===== src/rtl/csw_pkg.sv =====
`timescale 1ns / 1ps
package csw_pkg;

	localparam int COUNT_W = 16;
	localparam int ID_W = 16;
	localparam int KIND_W = 2;
	localparam int STATUS_W = 3;
	localparam int MAX_WAITERS_DEF = 16;

	localparam logic [KIND_W-1:0] KIND_TRY = 2'd0;
	localparam logic [KIND_W-1:0] KIND_WAIT = 2'd1;
	localparam logic [KIND_W-1:0] KIND_INC = 2'd2;
	localparam logic [KIND_W-1:0] KIND_NONE = 2'd3;

	localparam logic [STATUS_W-1:0] ST_GRANTED = 3'd0;
	localparam logic [STATUS_W-1:0] ST_REFUSED = 3'd1;
	localparam logic [STATUS_W-1:0] ST_QUEUED = 3'd2;
	localparam logic [STATUS_W-1:0] ST_FULL = 3'd3;
	localparam logic [STATUS_W-1:0] ST_WAKE = 3'd4;
	localparam logic [STATUS_W-1:0] ST_INCREMENTED = 3'd5;

	localparam logic [COUNT_W-1:0] COUNT_MAX = '1;

	typedef struct packed {
		logic [KIND_W-1:0] kind;
		logic [ID_W-1:0]   id;
	} req_t;

endpackage


===== src/rtl/csw_ram.sv =====
`timescale 1ns / 1ps
module csw_ram #(
	parameter int WIDTH = 16,
	parameter int DEPTH = 16,
	localparam int AW = (DEPTH > 1) ? $clog2(DEPTH) : 1
) (
	input  logic             clk,
	input  logic             we,
	input  logic [AW-1:0]    waddr,
	input  logic [WIDTH-1:0] wdata,
	input  logic [AW-1:0]    raddr,
	output logic [WIDTH-1:0] rdata
);

	logic [WIDTH-1:0] mem_q [DEPTH];

	always_ff @(posedge clk) begin
		if (we) begin
			mem_q[waddr] <= wdata;
		end
		rdata <= mem_q[raddr];
	end

endmodule


===== src/rtl/csw_front.sv =====
`timescale 1ns / 1ps
module csw_front
	import csw_pkg::*;
(
	input  logic              clk,
	input  logic              arst_n,
	input  logic              start,
	input  logic [KIND_W-1:0] kind,
	input  logic [ID_W-1:0]   requester_id,
	output logic              busy,
	output logic              req_valid,
	output req_t              req,
	input  logic              req_pop
);

	req_t       buf_q [2];
	logic       wr_ptr_q;
	logic       rd_ptr_q;
	logic [1:0] fill_q;
	logic       push;

	assign busy = (fill_q == 2'd2);
	assign req_valid = (fill_q != 2'd0);
	assign req = buf_q[rd_ptr_q];

	// drop the unused kind here
	assign push = start && !busy && (kind != KIND_NONE);

	always_ff @(posedge clk) begin
		if (push) begin
			buf_q[wr_ptr_q] <= '{kind: kind, id: requester_id};
		end
	end

	always_ff @(posedge clk or negedge arst_n) begin
		if (!arst_n) begin
			wr_ptr_q <= 1'b0;
			rd_ptr_q <= 1'b0;
			fill_q <= 2'd0;
		end else begin
			if (push) begin
				wr_ptr_q <= ~wr_ptr_q;
			end
			if (req_pop) begin
				rd_ptr_q <= ~rd_ptr_q;
			end
			case ({push, req_pop})
				2'b10: fill_q <= fill_q + 2'd1;
				2'b01: fill_q <= fill_q - 2'd1;
				default: fill_q <= fill_q;
			endcase
		end
	end

endmodule


===== src/rtl/csw_back.sv =====
`timescale 1ns / 1ps
module csw_back
	import csw_pkg::*;
#(
	parameter int MAX_WAITERS = MAX_WAITERS_DEF
) (
	input  logic                clk,
	input  logic                arst_n,
	input  logic                cfg_valid,
	input  logic [COUNT_W-1:0]  cfg_data,
	input  logic                req_valid,
	input  req_t                req,
	output logic                req_pop,
	output logic                idle,
	output logic                strobe,
	output logic [STATUS_W-1:0] status,
	output logic [ID_W-1:0]     wake_id,
	output logic                last,
	output logic [COUNT_W-1:0]  count_now
);

	localparam int IW = (MAX_WAITERS > 1) ? $clog2(MAX_WAITERS) : 1;
	localparam int TW = $clog2(MAX_WAITERS + 1);
	localparam logic [TW-1:0] TOTAL_MAX = TW'(MAX_WAITERS);

	localparam logic S_IDLE = 1'b0;
	localparam logic S_WAKE = 1'b1;

	logic                state_q;
	logic [COUNT_W-1:0]  count_q;
	logic [TW-1:0]       total_q;
	logic [IW-1:0]       idx_q;
	logic                strobe_q;
	logic [STATUS_W-1:0] status_q;
	logic [ID_W-1:0]     wake_id_q;
	logic                last_q;
	logic [COUNT_W-1:0]  count_now_q;

	logic                ram_we;
	logic [IW-1:0]       ram_raddr;
	logic [ID_W-1:0]     ram_rdata;
	logic                wake_last;
	logic                has_unit;

	assign req_pop = req_valid && (state_q == S_IDLE);
	assign idle = !req_valid && (state_q == S_IDLE);
	assign has_unit = (count_q != '0);
	assign wake_last = (TW'(idx_q) == TW'(total_q - 1'b1));

	assign ram_we = req_pop && (req.kind == KIND_WAIT) && !has_unit && (total_q < TOTAL_MAX);
	assign ram_raddr = (state_q == S_WAKE) ? IW'(idx_q + 1'b1) : '0;

	csw_ram #(
		.WIDTH(ID_W),
		.DEPTH(MAX_WAITERS)
	) u_waiters (
		.clk  (clk),
		.we   (ram_we),
		.waddr(total_q[IW-1:0]),
		.wdata(req.id),
		.raddr(ram_raddr),
		.rdata(ram_rdata)
	);

	always_ff @(posedge clk or negedge arst_n) begin
		if (!arst_n) begin
			state_q <= S_IDLE;
			count_q <= '0;
			total_q <= '0;
			idx_q <= '0;
			strobe_q <= 1'b0;
		end else if (cfg_valid) begin
			count_q <= cfg_data;
			total_q <= '0;
			state_q <= S_IDLE;
			strobe_q <= 1'b0;
		end else begin
			strobe_q <= 1'b0;
			case (state_q)
				S_IDLE: begin
					if (req_pop) begin
						case (req.kind)
							KIND_TRY, KIND_WAIT: begin
								strobe_q <= 1'b1;
								if (has_unit) begin
									count_q <= count_q - 1'b1;
								end else if (req.kind == KIND_WAIT && total_q < TOTAL_MAX) begin
									total_q <= total_q + 1'b1;
								end
							end
							KIND_INC: begin
								if (count_q != COUNT_MAX) begin
									count_q <= count_q + 1'b1;
								end
								if (total_q == '0) begin
									strobe_q <= 1'b1;
								end else begin
									state_q <= S_WAKE;
									idx_q <= '0;
								end
							end
							default: begin
								strobe_q <= 1'b0;
							end
						endcase
					end
				end
				S_WAKE: begin
					strobe_q <= 1'b1;
					idx_q <= IW'(idx_q + 1'b1);
					if (wake_last) begin
						total_q <= '0;
						state_q <= S_IDLE;
					end
				end
				default: begin
					state_q <= S_IDLE;
				end
			endcase
		end
	end

	always_ff @(posedge clk) begin
		if (state_q == S_WAKE) begin
			status_q <= ST_WAKE;
			wake_id_q <= ram_rdata;
			last_q <= wake_last;
			count_now_q <= count_q;
		end else begin
			wake_id_q <= '0;
			last_q <= 1'b1;
			case (req.kind)
				KIND_INC: begin
					status_q <= ST_INCREMENTED;
					count_now_q <= (count_q != COUNT_MAX) ? count_q + 1'b1 : count_q;
				end
				KIND_WAIT: begin
					status_q <= has_unit ? ST_GRANTED :
						((total_q < TOTAL_MAX) ? ST_QUEUED : ST_FULL);
					count_now_q <= has_unit ? count_q - 1'b1 : count_q;
				end
				default: begin
					status_q <= has_unit ? ST_GRANTED : ST_REFUSED;
					count_now_q <= has_unit ? count_q - 1'b1 : count_q;
				end
			endcase
		end
	end

	assign strobe = strobe_q;
	assign status = status_q;
	assign wake_id = wake_id_q;
	assign last = last_q;
	assign count_now = count_now_q;

endmodule


===== src/rtl/counting_semaphore_with_waiters.sv =====
`timescale 1ns / 1ps
// Counting semaphore with a waiter list. A request is taken when start is high and
// busy is low; busy rises only when the two-entry request queue is full. Try and wait
// requests produce one result, in the cycle after they reach the execution stage. An
// increment produces one acknowledgment, or one wake result per stored waiter at one
// per cycle, paced by the single read port of the waiter RAM. Results appear for exactly
// one cycle, marked by strobe, and cannot be stalled. The initial count is written
// through cfg_valid/cfg_ready, which is ready only while no request is queued or
// executing; a write also empties the waiter list.
module counting_semaphore_with_waiters
	import csw_pkg::*;
#(
	parameter int MAX_WAITERS = MAX_WAITERS_DEF
) (
	input  logic                clk,
	input  logic                arst_n,
	input  logic                start,
	output logic                busy,
	input  logic [KIND_W-1:0]   kind,
	input  logic [ID_W-1:0]     requester_id,
	input  logic                cfg_valid,
	output logic                cfg_ready,
	input  logic [COUNT_W-1:0]  cfg_data,
	output logic                strobe,
	output logic [STATUS_W-1:0] status,
	output logic [ID_W-1:0]     wake_id,
	output logic                last,
	output logic [COUNT_W-1:0]  count_now
);

	logic req_valid;
	req_t req;
	logic req_pop;
	logic back_idle;

	csw_front u_front (
		.clk         (clk),
		.arst_n      (arst_n),
		.start       (start),
		.kind        (kind),
		.requester_id(requester_id),
		.busy        (busy),
		.req_valid   (req_valid),
		.req         (req),
		.req_pop     (req_pop)
	);

	csw_back #(
		.MAX_WAITERS(MAX_WAITERS)
	) u_back (
		.clk      (clk),
		.arst_n   (arst_n),
		.cfg_valid(cfg_valid && cfg_ready),
		.cfg_data (cfg_data),
		.req_valid(req_valid),
		.req      (req),
		.req_pop  (req_pop),
		.idle     (back_idle),
		.strobe   (strobe),
		.status   (status),
		.wake_id  (wake_id),
		.last     (last),
		.count_now(count_now)
	);

	assign cfg_ready = back_idle;

	a_busy_not_idle: assert property (@(posedge clk) disable iff (!arst_n)
		busy |-> !cfg_ready)
		else $error("queue full while reported idle");

	a_single_last: assert property (@(posedge clk) disable iff (!arst_n)
		(strobe && status != ST_WAKE) |-> last)
		else $error("single result without last");

	a_no_id: assert property (@(posedge clk) disable iff (!arst_n)
		(strobe && status != ST_WAKE) |-> (wake_id == '0))
		else $error("wake id on non-wake result");

	a_wake_run: assert property (@(posedge clk) disable iff (!arst_n)
		(strobe && status == ST_WAKE && !last) |=> (strobe && status == ST_WAKE))
		else $error("wake run broken");

endmodule

===== config.mk =====
export PLATFORM = sky130hd
export DESIGN_NAME = counting_semaphore_with_waiters
export DESIGN_NICKNAME = d
export VERILOG_FILES = /design/src/rtl/csw_pkg.sv /design/src/rtl/csw_ram.sv /design/src/rtl/csw_front.sv /design/src/rtl/csw_back.sv /design/src/rtl/counting_semaphore_with_waiters.sv
export SDC_FILE = /design/constraint.sdc
export NUM_CORES = 1
export LEC_CHECK = 0
export BUFFER_PORTS_ARGS = -buffer_cell sky130_fd_sc_hd__buf_2
export CORE_UTILIZATION = 66
export CTS_CLUSTER_DIAMETER = 40
export DETAILED_ROUTE_END_ITERATION = 8
export GPL_TIMING_DRIVEN = 0
export PLACE_DENSITY = 0.89
export SLEW_MARGIN = 20
export SYNTH_ARGS = -nofsm -noshare
export SYNTH_HDL_FRONTEND = slang
export SYNTH_SLANG_ARGS = --single-unit

===== constraint.sdc =====
create_clock -name clk -period 5.24 [get_ports clk]
set_input_delay 0.262 -clock clk [delete_from_list [all_inputs] [get_ports clk]]
set_output_delay 0.262 -clock clk [all_outputs]
set_load 0.05 [all_outputs]

==> results.cfg <==
[clocking]
clock-sinks = 375
numCtsBuffers = 41
cts_tree = done
path_clk_slew_ns = 0.06
insertion_delay_ns = 0.56
htreeDepth = 2
clockBufferDepth = 3
cts_root_buf = clkbuf_16

[synthesis]
ys_types = 70
seq_area_frac_synth_pct = 69.2
synthFlopType = edfxtp_1
synth-warning-count = 0
ys_ff_latch = 375
synth_edf_count = 292
syn_inst = 978
syn_nets = 1028
synth.avg_cell_area_um2 = 15.6
syn_area_um2 = 15300
async_flop_share_pct = 8.27

[critical_path]
crit_path_start = u_front.rd_ptr_q
r2r-start = u_front.rd_ptr_q
worstSetupEndpointType = flip-flop
cp-start-kind = flip-flop
worstPathRequired_ns = 5.68
cp_max_fo = 10
arrival_ns = 5.00
worst-setup-path-type = flip-flop to flip-flop

[detailed_routing]
wl_per_cell_um = 26.5
vias = 9827
wirelength_um = 38700
drtPass1Iterations = 6
drc = 0
initialDrtViolationCount = 1176
viasPerCell = 6.72
ant_nets = 0

[global_route]
grt_pass1_vias = 10063
antenna_found_initial = 0
grt.overflow.total = 0
grt_start_max_net_pins = 32
globalRouteTotalUtil_pct = 33.8
grt_pass1_wl_um = 58200

[floorplanning]
die_area_um2 = 23800
die_x_um = 154
start_util_pct = 67.4
core_um2 = 22700
fp-row-count = 55
io_pins = 77
die_h_um = 154

[outcome]
status = completed

[timing]
hold_viol = 0
fin_ws_ns = 0.673
layout_min_cycle_time_ns = 4.57
tns_ns = 0
worst_pin_slew_ns = 0.997
maxSlewHeadroom_pct = 32.7
slew_viol_final = 0
timing.fmax_mhz = 219
clock-skew-final_ns = 0.0267
rsz0062_at_grt = no
setup_viol = 0
min_period_over_period_pct = 87.2

[finish]
insertedDiodeCount = 0
final_common_cell = edfxtp_1
mostFrequentLayoutCells = edfxtp_1, mux2i_1, buf_2
syn_to_final_growth_pct = 17.3
drive_gt1_share_pct = 22.8
final_nets = 1195

[worst_hold_path]
hp-class = input port to flip-flop
min-delay-start = cfg_data[6]

[job]
cap_violations = 0

[pwr]
vdd_ir_drop_max_mv = 0.494
p_per_area_nw_per_um2 = 621
p_leak_nw = 6.40

[placed_design]
finalWeightedCongestion = 0.947
portBuffers = 76
dp_hpwl_um = 24700
pre_cts_slack_ns = 0.933
-- synth_stat cells (all sizes together) (10+ instances only) --
cell | n | area (µm²)
buf | 26 | 139
nand2 | 32 | 120
and2 | 18 | 113
nand3 | 15 | 75.1
mux4 | 32 | 721
nor3 | 21 | 105
xor2 | 11 | 96.3
ha | 12 | 150
nand4 | 10 | 68.8
dfxtp | 52 | 1040
nor2 | 44 | 165
edfxtp | 292 | 8770
a21oi | 16 | 80.1
o21ai | 32 | 160
dfrtp | 31 | 776
mux2i | 103 | 1030
inv | 17 | 63.8
o22ai | 17 | 106
mux2 | 17 | 191
xnor2 | 11 | 96.3
o221ai | 18 | 158
clkbuf | 38 | 143
-- repair_timing --
action / in CTS / in global routing
endpoints found under the hold margin: 77 / 0
hold buffers: 29 / 0
setup buffers: 0 / 0
gates resized for setup: 0 / 0
-- sequential cells by signal (all words and copies together) (netlist names) --
| signal | cells |
|---|---|
| u_back.u_waiters.mem_q | 256 |
| u_front.buf_q | 36 |
| u_back.count_now | 16 |
| u_back.count_q | 16 |
| u_back.u_waiters.rdata | 16 |
| u_back.wake_id | 16 |
| u_back.total_q | 5 |
| u_back.idx_q | 4 |
| u_back.status | 3 |
| u_front.fill_q | 2 |
| u_back.last | 1 |
| u_back.state_q | 1 |
| u_back.strobe | 1 |
| u_front.rd_ptr_q | 1 |
| u_front.wr_ptr_q | 1 |
-- worst max-delay path: stages (launching register included) --
cell and delay, ns:
dfrtp_1 0.32, clkbuf_1 0.60, buf_1 0.54, mux2i_1 0.36, ha_1 0.19, clkbuf_1 0.40
inv_1 0.11, clkbuf_1 0.30, a2111oi_0 0.85, nand3_1 0.28, a2111o_1 0.42, o31ai_1 0.08
-- cell families after synthesis --
| kind of cell | Yosys count | synth area share, % |
|---|---|---|
| buffers and inverters | 81 | 2.26 |
| flip-flops | 375 | 69.2 |
| AND/OR/NAND/NOR | 179 | 6.24 |
| AO/OA/AOI/OAI | 157 | 7.37 |
| multiplexers | 152 | 12.7 |
| XOR/XNOR | 22 | 1.26 |
| adder cells (fa/ha/maj) | 12 | 0.981 |
-- metal layers --
layer / share of wire [%] / global-route usage [%]
met5: 0 / 0
met2: 50 / 57.3
met4: 5.2 / 18.4
met3: 9.4 / 6.36
met1: 36 / 41.5
-- power by group --
part	leakage, nW	internal, mW	switching (mW)
registers	3.45	3.79	0.177
clock network	0.664	1.65	1.20
logic	2.28	1.45	2.87
-- metrics by stage --
stage / power, mW / instances / hold slack, ns / utilization, % / area, µm²
6_report: 11.1 / 1463 / 0.0179 / 79.0 / 17900
5_1_grt: 11.5 / 1463 / 0.0401 / 79.0 / 17900
4_1_cts: 11.1 / 1463 / 0.0139 / 79.0 / 17900
3_5_place_dp: 8.15 / 1358 / 0.390 / 71.8 / 16300
3_3_place_gp: 7.94 / 1339 / 0.375 / 70.6 / 16000
2_1_floorplan: 6.92 / 978 / -0.0336 / - / 15300
-- final timing paths --
check                                     end  slack [ns]  cells after the start
max in group asynchronous   u_back.count_q[6]        4.35                      2
hold reg to reg            u_back.wake_id[10]        0.43                      1
setup / recovery           u_back.count_q[10]        0.67                     11
setup reg to reg           u_back.count_q[10]        0.67                     11
min in group asynchronous   u_front.fill_q[1]        0.36                      2
hold / removal              u_back.count_q[6]        0.02                      3
-- cell type report --
| class | instances | area (µm²) |
|---|---|---|
| flip-flops and latches | 375 | 10600 |
| multi-input cells | 522 | 4420 |
| inverters | 17 | 63.8 |
| clock inverters | 23 | 219 |
| clock buffers | 53 | 1130 |
| repair buffers | 124 | 896 |
| plain buffers | 64 | 282 |
| fillers | 1138 | 4760 |
| well taps | 285 | 357 |
Power figures use the tool's default switching activity.
